==> config.mk <==
export PLATFORM = sky130hd
export DESIGN_NAME = multi_axis_homing_sequencer
export DESIGN_NICKNAME = d
export VERILOG_FILES = /design/src/rtl/core/mahs_pkg.sv /design/src/rtl/core/multi_axis_homing_sequencer.sv
export SDC_FILE = /design/constraint.sdc
export NUM_CORES = 1
export LEC_CHECK = 0
export ABC_AREA = 1
export BUFFER_PORTS_ARGS = -buffer_cell sky130_fd_sc_hd__buf_2
export CORE_MARGIN = 2
export CORE_UTILIZATION = 40
export DETAILED_ROUTE_END_ITERATION = 10
export SLEW_MARGIN = 20
export SYNTH_ARGS = -nofsm -noshare
export SYNTH_HDL_FRONTEND = slang
export SYNTH_SLANG_ARGS = --single-unit
export TNS_END_PERCENT = 10
==> constraint.sdc <==
create_clock -name clk -period 4.8 [get_ports clk]
set_clock_uncertainty 0.1 [all_clocks]
set_input_delay 0.96 -clock clk [delete_from_list [all_inputs] [get_ports clk]]
set_output_delay 0.96 -clock clk [all_outputs]
set_load 0.01 [all_outputs]
==> src/rtl/core/mahs_pkg.sv <==
package mahs_pkg;

  localparam int JOINTS = 6;
  localparam logic [2:0] LAST_JOINT = 3'(JOINTS - 1);
  localparam logic [3:0] JOINT_COUNT = 4'(JOINTS);

  localparam int QDEPTH = 4;
  localparam int QPTR_W = $clog2(QDEPTH);
  localparam int QCNT_W = $clog2(QDEPTH + 1);

  localparam logic [19:0] SEEK_DIST_RST = 20'd100000;

  localparam logic [1:0] REG_DIR_MASK      = 2'd0;
  localparam logic [1:0] REG_SEEK_DIST     = 2'd1;
  localparam logic [1:0] REG_BACKOFF_BASE  = 2'd2;
  localparam logic [1:0] REG_BACKOFF_OTHER = 2'd3;

  typedef enum logic [1:0] {
    FN_TICK      = 2'd0,
    FN_START_ALL = 2'd1,
    FN_START_ONE = 2'd2
  } func_t;

  typedef enum logic [2:0] {
    PH_IDLE = 3'd0,
    PH_FAST = 3'd1,
    PH_BACK = 3'd2,
    PH_SLOW = 3'd3,
    PH_ZERO = 3'd4,
    PH_DONE = 3'd5,
    PH_FAIL = 3'd6
  } phase_t;

  typedef enum logic [2:0] {
    CMD_NONE      = 3'd0,
    CMD_SEEK_FAST = 3'd1,
    CMD_BACKOFF   = 3'd2,
    CMD_SEEK_SLOW = 3'd3,
    CMD_STOP      = 3'd4,
    CMD_ZERO      = 3'd5
  } cmd_t;

  typedef enum logic [1:0] {
    PROF_FAST_HOME = 2'd0,
    PROF_SLOW_HOME = 2'd1,
    PROF_OP_BASE   = 2'd2,
    PROF_OP_OTHER  = 2'd3
  } prof_t;

  typedef struct packed {
    cmd_t               command;
    logic [2:0]         cmd_joint;
    logic signed [20:0] move_offset;
    prof_t              speed_profile;
    phase_t             phase_now;
    logic               active;
    logic               succeeded;
    logic               last;
  } res_t;

  function automatic logic signed [20:0] signed_ofs(logic [19:0] mag, logic neg);
    logic [20:0] m;
    m = {1'b0, mag};
    return neg ? $signed(-m) : $signed(m);
  endfunction

  function automatic res_t mk_res(cmd_t cmd, logic [2:0] joint, logic signed [20:0] ofs,
                                  prof_t prof, phase_t ph, logic succ, logic last);
    res_t r;
    r.command       = cmd;
    r.cmd_joint     = joint;
    r.move_offset   = ofs;
    r.speed_profile = prof;
    r.phase_now     = ph;
    r.active        = (ph == PH_FAST) || (ph == PH_BACK) || (ph == PH_SLOW) ||
                      (ph == PH_ZERO);
    r.succeeded     = succ;
    r.last          = last;
    return r;
  endfunction

endpackage

==> src/rtl/core/multi_axis_homing_sequencer.sv <==
// Two-pass limit-switch homing sequencer for up to six axes.
// Throughput: one item per cycle while in_stall is low; the four-entry result queue
// drains one result per cycle unless out_stall is high. Results are queued when
// their item is accepted; a zero step chaining into the next joint makes two results.
// Reset (synchronous, rst_n low): phase idle, joint 0, flags clear, registers to
// their defaults and the result queue empty.
module multi_axis_homing_sequencer (
  input  logic               clk,
  input  logic               rst_n,
  input  logic               cfg_we,
  input  logic [1:0]         cfg_index,
  input  logic [19:0]        cfg_wdata,
  input  logic               in_valid,
  output logic               in_stall,
  input  logic [1:0]         in_func,
  input  logic [2:0]         in_joint,
  input  logic [5:0]         in_limit_switches_n,
  input  logic               in_motion_busy,
  output logic               out_valid,
  input  logic               out_stall,
  output logic [2:0]         out_command,
  output logic [2:0]         out_cmd_joint,
  output logic signed [20:0] out_move_offset,
  output logic [1:0]         out_speed_profile,
  output logic [2:0]         out_phase_now,
  output logic               out_active,
  output logic               out_succeeded,
  output logic               out_last
);
  import mahs_pkg::*;

  logic [5:0]  dir_mask_r;
  logic [19:0] seek_dist_r;
  logic [15:0] bo_base_r;
  logic [15:0] bo_other_r;

  phase_t     phase_r, phase_nxt;
  logic [2:0] joint_r, joint_nxt;
  logic       all_r, all_nxt;
  logic       succ_r, succ_nxt;

  res_t res0, res1;
  logic two;

  res_t              q_r [QDEPTH];
  logic [QPTR_W-1:0] wr_ptr_r, rd_ptr_r;
  logic [QCNT_W-1:0] cnt_r, cnt_nxt;

  logic       accept, pop;
  logic [7:0] mask8, sw8;
  logic       neg, hit, neg_next;
  logic [2:0] jnext;
  logic [15:0] bo;
  prof_t      op_prof;

  assign in_stall  = cnt_r > QCNT_W'(QDEPTH - 2);
  assign accept    = in_valid && !in_stall;
  assign out_valid = cnt_r != '0;
  assign pop       = out_valid && !out_stall;

  assign mask8    = {2'b00, dir_mask_r};
  assign sw8      = {2'b11, in_limit_switches_n};
  assign neg      = mask8[joint_r];
  assign hit      = !sw8[joint_r];
  assign jnext    = joint_r + 3'd1;
  assign neg_next = mask8[jnext];
  assign bo       = (joint_r < 3'd2) ? bo_base_r : bo_other_r;
  assign op_prof  = (joint_r < 3'd2) ? PROF_OP_BASE : PROF_OP_OTHER;

  always_comb begin
    phase_nxt = phase_r;
    joint_nxt = joint_r;
    all_nxt   = all_r;
    succ_nxt  = succ_r;
    two       = 1'b0;
    res0      = mk_res(CMD_NONE, joint_r, '0, PROF_FAST_HOME, phase_r, succ_r, 1'b1);
    res1      = res0;
    case (in_func)
      FN_START_ALL: begin
        all_nxt   = 1'b1;
        succ_nxt  = 1'b0;
        joint_nxt = 3'd0;
        phase_nxt = PH_FAST;
        res0 = mk_res(CMD_SEEK_FAST, 3'd0, signed_ofs(seek_dist_r, mask8[0]),
                      PROF_FAST_HOME, PH_FAST, 1'b0, 1'b1);
      end
      FN_START_ONE: begin
        if ({1'b0, in_joint} < JOINT_COUNT) begin
          all_nxt   = 1'b0;
          succ_nxt  = 1'b0;
          joint_nxt = in_joint;
          phase_nxt = PH_FAST;
          res0 = mk_res(CMD_SEEK_FAST, in_joint, signed_ofs(seek_dist_r, mask8[in_joint]),
                        PROF_FAST_HOME, PH_FAST, 1'b0, 1'b1);
        end
      end
      FN_TICK: begin
        case (phase_r)
          PH_FAST: begin
            if (hit) begin
              phase_nxt = PH_BACK;
              res0 = mk_res(CMD_BACKOFF, joint_r, signed_ofs({4'd0, bo}, !neg),
                            PROF_FAST_HOME, PH_BACK, succ_r, 1'b1);
            end else if (!in_motion_busy) begin
              phase_nxt = PH_FAIL;
              res0 = mk_res(CMD_NONE, joint_r, '0, PROF_FAST_HOME, PH_FAIL, succ_r, 1'b1);
            end
          end
          PH_BACK: begin
            if (!in_motion_busy) begin
              phase_nxt = PH_SLOW;
              res0 = mk_res(CMD_SEEK_SLOW, joint_r, signed_ofs(seek_dist_r, neg),
                            PROF_SLOW_HOME, PH_SLOW, succ_r, 1'b1);
            end
          end
          PH_SLOW: begin
            if (hit) begin
              phase_nxt = PH_ZERO;
              res0 = mk_res(CMD_STOP, joint_r, '0, PROF_SLOW_HOME, PH_ZERO, succ_r, 1'b1);
            end else if (!in_motion_busy) begin
              phase_nxt = PH_FAIL;
              res0 = mk_res(CMD_NONE, joint_r, '0, PROF_FAST_HOME, PH_FAIL, succ_r, 1'b1);
            end
          end
          PH_ZERO: begin
            if (!all_r || joint_r >= LAST_JOINT) begin
              phase_nxt = PH_DONE;
              succ_nxt  = 1'b1;
              res0 = mk_res(CMD_ZERO, joint_r, '0, op_prof, PH_DONE, 1'b1, 1'b1);
            end else begin
              two       = 1'b1;
              joint_nxt = jnext;
              phase_nxt = PH_FAST;
              res0 = mk_res(CMD_ZERO, joint_r, '0, op_prof, PH_ZERO, succ_r, 1'b0);
              res1 = mk_res(CMD_SEEK_FAST, jnext, signed_ofs(seek_dist_r, neg_next),
                            PROF_FAST_HOME, PH_FAST, succ_r, 1'b1);
            end
          end
          default: begin
          end
        endcase
      end
      default: begin
      end
    endcase
  end

  always_comb begin
    cnt_nxt = cnt_r;
    if (accept) begin
      cnt_nxt = cnt_nxt + QCNT_W'(1) + QCNT_W'(two);
    end
    if (pop) begin
      cnt_nxt = cnt_nxt - QCNT_W'(1);
    end
  end

  always_ff @(posedge clk) begin
    if (!rst_n) begin
      dir_mask_r  <= '0;
      seek_dist_r <= SEEK_DIST_RST;
      bo_base_r   <= '0;
      bo_other_r  <= '0;
      phase_r     <= PH_IDLE;
      joint_r     <= '0;
      all_r       <= 1'b0;
      succ_r      <= 1'b0;
      wr_ptr_r    <= '0;
      rd_ptr_r    <= '0;
      cnt_r       <= '0;
    end else begin
      if (cfg_we) begin
        case (cfg_index)
          REG_DIR_MASK:      dir_mask_r  <= cfg_wdata[5:0];
          REG_SEEK_DIST:     seek_dist_r <= cfg_wdata;
          REG_BACKOFF_BASE:  bo_base_r   <= cfg_wdata[15:0];
          REG_BACKOFF_OTHER: bo_other_r  <= cfg_wdata[15:0];
          default: begin
          end
        endcase
      end
      if (accept) begin
        phase_r  <= phase_nxt;
        joint_r  <= joint_nxt;
        all_r    <= all_nxt;
        succ_r   <= succ_nxt;
        wr_ptr_r <= wr_ptr_r + QPTR_W'(1) + QPTR_W'(two);
      end
      if (pop) begin
        rd_ptr_r <= rd_ptr_r + QPTR_W'(1);
      end
      cnt_r <= cnt_nxt;
    end
  end

  always_ff @(posedge clk) begin
    if (accept) begin
      q_r[wr_ptr_r] <= res0;
      if (two) begin
        q_r[wr_ptr_r + QPTR_W'(1)] <= res1;
      end
    end
  end

  assign out_command       = q_r[rd_ptr_r].command;
  assign out_cmd_joint     = q_r[rd_ptr_r].cmd_joint;
  assign out_move_offset   = q_r[rd_ptr_r].move_offset;
  assign out_speed_profile = q_r[rd_ptr_r].speed_profile;
  assign out_phase_now     = q_r[rd_ptr_r].phase_now;
  assign out_active        = q_r[rd_ptr_r].active;
  assign out_succeeded     = q_r[rd_ptr_r].succeeded;
  assign out_last          = q_r[rd_ptr_r].last;

endmodule

==> results of run 1 <==
[kinds of logic (layout without fill, tap and decap cells)]
group	count (synthesis)	count (layout)
AO/OA/AOI/OAI	421	421
flip-flops	215	215
multiplexers	1	1
AND/OR/NAND/NOR	815	815
XOR/XNOR	11	11
adder cells (fa/ha/maj)	14	14
buffers and inverters	228	287
[layer usage]
metal / routed length, um / vias up / GRT usage (%)
met2: 16200 / 413 / 34.9
met5: 0 / - / 0
li1: - / 5782 / -
met4: 757 / 0 / 5.17
met1: 17400 / 5303 / 32.8
met3: 2830 / 57 / 4.21
[worst min-delay path, stage by stage, from the launching register on]
cell	delay (ns)
sky130_fd_sc_hd__dfxtp_1	0.30
sky130_fd_sc_hd__inv_1	0.05
sky130_fd_sc_hd__a21oi_1	0.05
[flip-flops by register name, summed over array words and instances, names as in the netlist, 2 cells and up, named ones only]
signal / count
dir_mask_r: 6
wr_ptr_r: 2
joint_r: 3
q_r: 140
bo_other_r: 16
bo_base_r: 16
cnt_r: 3
phase_r: 3
seek_dist_r: 20
rd_ptr_r: 2
[power breakdown]
| part | total (mW) | switching [mW] | internal (mW) |
|---|---|---|---|
| logic | 1.79 | 1.27 | 0.516 |
| registers | 2.24 | 0.0890 | 2.15 |
| clock network | 2.02 | 0.786 | 1.23 |
[worst paths after layout]
check                               from  slack [ns]  cells past startpoint                           to
max                            flip-flop        1.10                      5          out_move_offset[16]
min          bo_other_r[15]$_SDFFE_PN0P_        0.35                      2  bo_other_r[15]$_SDFFE_PN0P_
max reg2reg      joint_r[1]$_SDFFE_PN0P_        1.59                     11         q_r[0][12]$_DFFE_PP_
min reg2reg  bo_other_r[15]$_SDFFE_PN0P_        0.35                      2  bo_other_r[15]$_SDFFE_PN0P_
[cell type report]
| class | instances | area, um2 | area share [%] |
|---|---|---|---|
| tap | 396 | 495 | 3.58 |
| multi-input combinational | 1262 | 5900 | 42.6 |
| inverter | 147 | 552 | 3.98 |
| clock inverter | 10 | 144 | 1.04 |
| clock buffer | 36 | 737 | 5.32 |
| timing repair buffer | 94 | 518 | 3.74 |
| sequential | 215 | 5510 | 39.7 |
[metrics by stage]
stage / power [mW] / hold WS (ns) / cells
after global placement: 4.03 / 0.336 / 2114
after detailed placement: 4.06 / 0.341 / 2114
final: 6.04 / 0.346 / 2160
after floorplan: 3.48 / 0.323 / 1705
after CTS: 6.08 / 0.353 / 2160
after global routing: 6.39 / 0.377 / 2160
[cell usage after synthesis, types with 12 or more instances]
cell type / instances / area [um2]
sky130_fd_sc_hd__dfxtp_1: 95 / 1900
sky130_fd_sc_hd__clkbuf_1: 43 / 161
sky130_fd_sc_hd__buf_2: 29 / 145
sky130_fd_sc_hd__nand2_1: 536 / 2010
sky130_fd_sc_hd__ha_1: 14 / 175
sky130_fd_sc_hd__nor2_1: 159 / 597
sky130_fd_sc_hd__edfxtp_1: 120 / 3600
sky130_fd_sc_hd__o22ai_1: 54 / 338
sky130_fd_sc_hd__o211ai_1: 14 / 105
sky130_fd_sc_hd__nor3_1: 12 / 60.1
sky130_fd_sc_hd__o21ai_0: 210 / 1050
sky130_fd_sc_hd__nand2_2: 12 / 75.1
sky130_fd_sc_hd__nand3_1: 71 / 355
sky130_fd_sc_hd__a21oi_1: 97 / 485
sky130_fd_sc_hd__o21ai_1: 17 / 85.1
sky130_fd_sc_hd__inv_1: 131 / 492
==> summary.md, run 1 <==
The run finished with clean final reports. The tools report the post-cts hold buffer count as 0. For this run, the slowest stage of the critical path takes 0.71 ns. The CTS sink count was 215; the worst endpoint data arrival time was 2.64 ns. The number of nets in the finished design came out at 1798. CTS placed an instance of sky130_fd_sc_hd__clkbuf_16 at the clock tree root. After synthesis, the largest family of logic cells by area is simple AND/OR/NAND/NOR gates.

The final critical path takes up 77.1% of the cycle. For this run, asynchronously set or reset flops after synthesis account for 0%. For this block, the routed nets add up to 37.2 mm of wire. At the pin with the least slew margin, the transition time is 0.931 ns.

The final setup slack of the worst path came out at 1.10 ns. Counting the fill cells in the layout gives 3097. The analysis attributes to cell leakage a power of 6.02 nW. The number of diodes added for antenna fixing was 0.

Setup repair after global routing left no endpoint under its margin. For the number of global-route vias before repair, the log shows 10800. The clock reaches the later pin of the worst-skew pair after 0.54 ns. TritonCTS built the clock tree.

The highest net fanout along the worst path works out to 38. During placement, the flow inserted port buffers numbering 75. Width of the chip: 180 um. After clock tree synthesis, the clock-pin slew on the worst setup and hold paths is 0.06 ns. The mean instance size in the synthesized netlist came out at 7.23 um2. Detailed placement finished with a half-perimeter wire length of 25.7 mm. The highest-delay cell along the critical path was sky130_fd_sc_hd__clkinv_1. Routability-driven placement finished with a final weighted congestion of 0.910. Share of post-route cells with drive strength above 1: 10.3%. Category of the most critical setup path: flip-flop to output port. The run gives 59.3 mm as the wire length of the first global-routing pass.

The synthesized-area fraction occupied by ao, oa, aoi and oai cells works out to 18.7%. Share of synthesized area occupied by flip-flops and latches: 44.6%. The count of nets left with antenna violations once routing finished came out at 0.

The tools report the number of max-slew violations in the final report as 0. The run gives 70 as the largest net degree at the start of global routing. Global routing used 22.6% of the available tracks. Yosys mapped a number of flops with a built-in enable equal to 120.

The logs give 0 for the number of gates resized after CTS and 46 for the number of distinct library cells after synthesis. The shortest period the worst path allows was 3.70 ns. Across the run, the number of max-cap violations was 0. The average wire per standard cell is 17.2 um, and the number of buffers on the longest clock path is 3. The area growth from synthesis to final layout is 12.3%.

The tools report the overall die area as 32300 um2. The maximum level of the CTS H-tree was 1. The number of clock buffers added by TritonCTS is 25. The via density per instance works out to 5.35. In this design, the largest share of critical-path delay is due to buffers and inverters. The worst min-delay path category was flip-flop to flip-flop. Among all flip-flop cells after synthesis, the most frequent one is sky130_fd_sc_hd__edfxtp_1.

After synthesis the netlist holds a flip-flop and latch count of 215. Measured against its own limit, the worst slew margin works out to 38.0%. The total via count after detailed routing was 11600. After the first detailed-routing iteration, the DRC count stood at 1027. The total nets after synthesis is 1758.

The total I/O pin count is 76, and the critical path buffer and inverter count is 3. Adder-cell share of the synthesized area: 1.42%. The multiplexer area fraction after synthesis was 0.0812%. The run gives 0 ns as the setup TNS. The core region is 30500 um2. In this run the core area contains 64 standard-cell rows. For this run, design rule violations remaining after detail routing come to 0. Across the VDD grid, the largest voltage drop is 0.213 mV. The number of setup violations in the final report is 0, and the synthesized-area fraction occupied by xor and xnor cells is 0.781%. The number of antenna violations at the first check in global routing was 0; the maximum frequency from static timing analysis was 270 MHz. The tools report the yosys synthesis warning count as 0.

The most common cell after layout, fill and taps aside was sky130_fd_sc_hd__nand2_1. The first TritonRoute pass finished after 5 iterations. Remaining global-route overflow: 0. Leaving out fill and tap cells, the most frequent cells in the layout are sky130_fd_sc_hd__nand2_1, sky130_fd_sc_hd__o21ai_0, sky130_fd_sc_hd__nor2_1.

The run gives 12300 um2 as the cell area after synthesis. The worst setup path is captured at an output port. Of the total synthesized cell area, the portion taken by AND, OR, NAND and NOR gates is 26.8%.

Cells fill 45.4% of the core in the end. The worst setup path is launched from a flip-flop. Once placement finished, the instance area stood at 13000 um2. The vertical die dimension is 180 um. At the placement stage, the worst setup path has a slack of 1.09 ns. The cell area power density was 436 nW/um2; the final count of hold timing violations was 0. The critical path goes through clkinv_1 -> buf_4 -> o21ai_0 -> o22ai_1 -> buf_2. The setup fix buffers added after clock tree synthesis came out at 0. Data on the critical path is required at its endpoint by 3.74 ns. The gate count of the mapped netlist was 1705; the post-layout instance area was 13900 um2.

The initial utilization of the core area, before any placement, comes to 40.4%.
Power figures use the tool's default switching activity.
==> run 2, diff against run 1 <==
Clock period 4.8 ns to 3.9 ns, I/O delays scaled along.
==> summary.md, run 2 (same netlist as run 1, synthesis figures left out) <==
The overall die area was 32300 um2 (unchanged). Highest-delay cell along the critical path: sky130_fd_sc_hd__dfxtp_1 (was sky130_fd_sc_hd__clkinv_1). The total via count after detailed routing came out at 11600 (about the same). Critical path launch point type: a flip-flop (unchanged). The relative slew slack was 42.4% (was 38.0%). The logs give 0 (unchanged) for the final count of hold timing violations and 32.9% (was 33.4%) for the fraction of power consumed by the clock network. The run gives 5900 um2 (about the same) as the multi-input combinational cell area. The run gives 0.315 mV (was 0.213 mV) as the maximum vdd ir drop.

The part of the total power dissipated in sequential elements is 37.1% (was 37.0%). The via density per instance is 5.34 (was 5.35), and the switching power summed over all nets is 2.62 mW (was 2.15 mW). The logs give 59.5 mm (was 59.3 mm) for the wire length of the first global-routing pass and 0 (unchanged) for the setup fix buffers added after clock tree synthesis. Number of DRC violations after detailed-routing iteration 0: 906 (was 1027). The number of antenna violations at the first check in global routing was 0 (unchanged). The post-route DRC violation count was 0 (unchanged); the static leakage was 6.07 nW (was 6.02 nW). The tools report the kind of capture point of the worst setup path as a flip-flop (was an output port).

The delay of the slowest cell on the worst path was 0.74 ns (was 0.71 ns). The register ranked first by flip-flop count is q_r (unchanged). The clock root buffer was sky130_fd_sc_hd__clkbuf_16 (unchanged). The tools report the clock latency of the later-clocked register in the worst-skew pair as 0.52 ns (was 0.54 ns). The run gives 0 (unchanged) as the number of setup violations in the final report.

Most frequent cells in the layout: sky130_fd_sc_hd__nand2_1, sky130_fd_sc_hd__o21ai_0, sky130_fd_sc_hd__nor2_1 (unchanged). The cell repeated most along the worst path was sky130_fd_sc_hd__nand2_1. The run gives 0 (unchanged) as the max-cap violation count.

The run gives 64 (unchanged) as the number of rows in the core area. The final critical path takes up 82.5% of the cycle. The number of buffers on the longest clock path is 3 (unchanged), and the standard cell core area is 30500 um2 (unchanged).

The tools report the total chip power as 7.44 mW (was 6.04 mW). The flow ran to the end, and the final reports show no timing, DRC or antenna violations. Vertical die dimension: 180 um (unchanged). Category of the most critical setup path: flip-flop to flip-flop (was flip-flop to output port). The tools report the number of max-slew violations in the final report as 0 (unchanged).

For the final weighted congestion of routability-driven global placement, the log shows 0.911 (was 0.910). The fraction of power spent switching nets was 35.2% (was 35.5%); the number of nets in the finished design was 1809 (was 1798). The tools report the startpoint of the worst register-to-register path as joint_r[0]$_SDFFE_PN0P_ (was joint_r[1]$_SDFFE_PN0P_). For the first-pass iteration count of the detailed router, the log shows 6 (was 5). The initial standard-cell utilization of the core is 40.4% (unchanged), and the TritonCTS buffer count is 26 (was 25). Proportion of power drawn by combinational gates: 30.1% (was 29.6%).

The remaining global-route overflow came out at 0 (unchanged). CP cell instances: inv_2 -> nand2_1 -> nand3_1 -> nand2_1 -> nand2_1 -> nand2_2 -> inv_2 -> nand2_1 -> nand3_1 -> nand3_1 -> nand2_1 -> nand2_1 -> nand2_2 -> nand2_1 -> nand2_1 (was clkinv_1 -> buf_4 -> o21ai_0 -> o22ai_1 -> buf_2). Tracing the worst setup path back leads to its startpoint at joint_r[0]$_SDFFE_PN0P_. The clock transition at the registers of the reported paths was 0.06 ns (about the same).

The total routed wirelength is 37.4 mm (was 37.2 mm). The slew at the pin closest to its max-slew limit was 0.854 ns (was 0.931 ns); the critical path buffer and inverter count was 2 (was 3). The final antenna-violating net count was 0 (unchanged); the shortest period the worst path allows was 3.22 ns.

The run gives 10800 (about the same) as the number of global-route vias before repair. The cell area power density is 532 nW/um2 (was 436 nW/um2), and the share of the core filled with cells in the final layout is 45.8% (was 45.4%). Worst endpoint data arrival time: 3.40 ns (was 2.64 ns).

The maximum frequency from static timing analysis is 311 MHz, and the average wire per standard cell is 17.2 um (about the same). The maximum level of the CTS H-tree is 1 (unchanged). The aggregate global-route resource usage is 22.6% (about the same), and the number of buffers inserted by port buffering is 75 (unchanged). The tools report the setup TNS as 0 ns (unchanged). The tools report the half-perimeter wire length of the detailed placement result as 26.0 mm (was 25.7 mm). The cell-internal power was 4.82 mW (was 3.90 mW); the post-cts hold buffer count was 0 (unchanged). Cell family with the largest share of critical-path delay: simple AND/OR/NAND/NOR gates (was buffers and inverters). The most common cell after layout, fill and taps aside was sky130_fd_sc_hd__nand2_1 (unchanged).

Largest registers: q_r (140), seek_dist_r (20) (unchanged). The number of gates resized after CTS is 0 (unchanged). The highest net fanout along the worst path is 25 (was 38).

Share of post-route cells with drive strength above 1: 10.7% (was 10.3%). Setup repair after global routing left no endpoint under its margin. The worst min-delay path category was flip-flop to flip-flop (unchanged). Origin of the worst min-delay path: bo_other_r[15]$_SDFFE_PN0P_ (unchanged). The CTS sink count is 215 (unchanged). The run gives 76 (unchanged) as the total I/O pin count. The tools report the largest net degree at the start of global routing as 70 (unchanged). TritonCTS built the clock tree. The filler cell count was 3026 (was 3097); the number of diodes added for antenna fixing was 0 (unchanged). The area growth from synthesis to final layout was 13.3% (was 12.3%); the worst path required time was 4.08 ns (was 3.74 ns). The number of flip-flops in the largest register is 140 (unchanged).

The area of all sequential standard cells came out at 5510 um2 (unchanged). The width of the chip was 180 um (unchanged).
## run 2: cell count changes in the layout (fill, tap and decap cells not counted), sizes merged
cell,previous run,this run
buf,94,104
clkinv,11,13
clkinvlp,0,2
bufinv,3,2
inv,143,141
## run 2: layout make-up
class | instances | share of cell area [%]
sequential | 215 | 39.4
inverter | 147 | 3.95
multi-input combinational | 1262 | 42.2
clock inverter | 11 | 0.770
timing repair buffer | 104 | 4.60
tap | 396 | 3.54
clock buffer | 36 | 5.54
## run 2: per-layer routing
layer / routed length, um / global-route usage (%) / up-vias
met5: 0 / 0 / -
met4: 808 / 5.63 / 0
met3: 2760 / 3.02 / 56
met2: 16300 / 35.4 / 439
met1: 17500 / 33.2 / 5299
li1: - / - / 5796
## run 2: final timing paths
kind	to	slack, ns	cells after the start
min reg2reg	bo_other_r[15]$_SDFFE_PN0P_	0.35	2
max reg2reg	q_r[0][22]$_DFFE_PP_	0.68	15
max	q_r[0][22]$_DFFE_PP_	0.68	15
min	bo_other_r[15]$_SDFFE_PN0P_	0.35	2
## run 2: power by group through the flow
stage               Combinational, mW  Sequential, mW  Clock (mW)
finish                           2.24            2.76        2.44
global route                     2.50            2.78        2.56
CTS                              2.24            2.75        2.48
detailed placement               2.23            2.80           0
global placement                 2.21            2.80           0
floorplan                        1.51            2.77           0
## run 2: tightest hold or removal path: cells and delay by family (launching register included)
| family | cells | cell delay (ns) |
|---|---|---|
| compound gates | 1 | 0.05 |
| flops | 1 | 0.29 |
| buf+inv | 1 | 0.06 |
## run 2: per-stage QoR
step / hold slack (ns) / area (um2) / instances / worst slack [ns]
floorplan: 0.323 / 12300 / 1705 / 0.906
global placement: 0.338 / 13100 / 2124 / 0.792
detailed placement: 0.345 / 13100 / 2124 / 0.746
CTS: 0.355 / 14000 / 2171 / 0.737
global route: 0.382 / 14000 / 2171 / 0.366
finish: 0.351 / 14000 / 2171 / 0.681
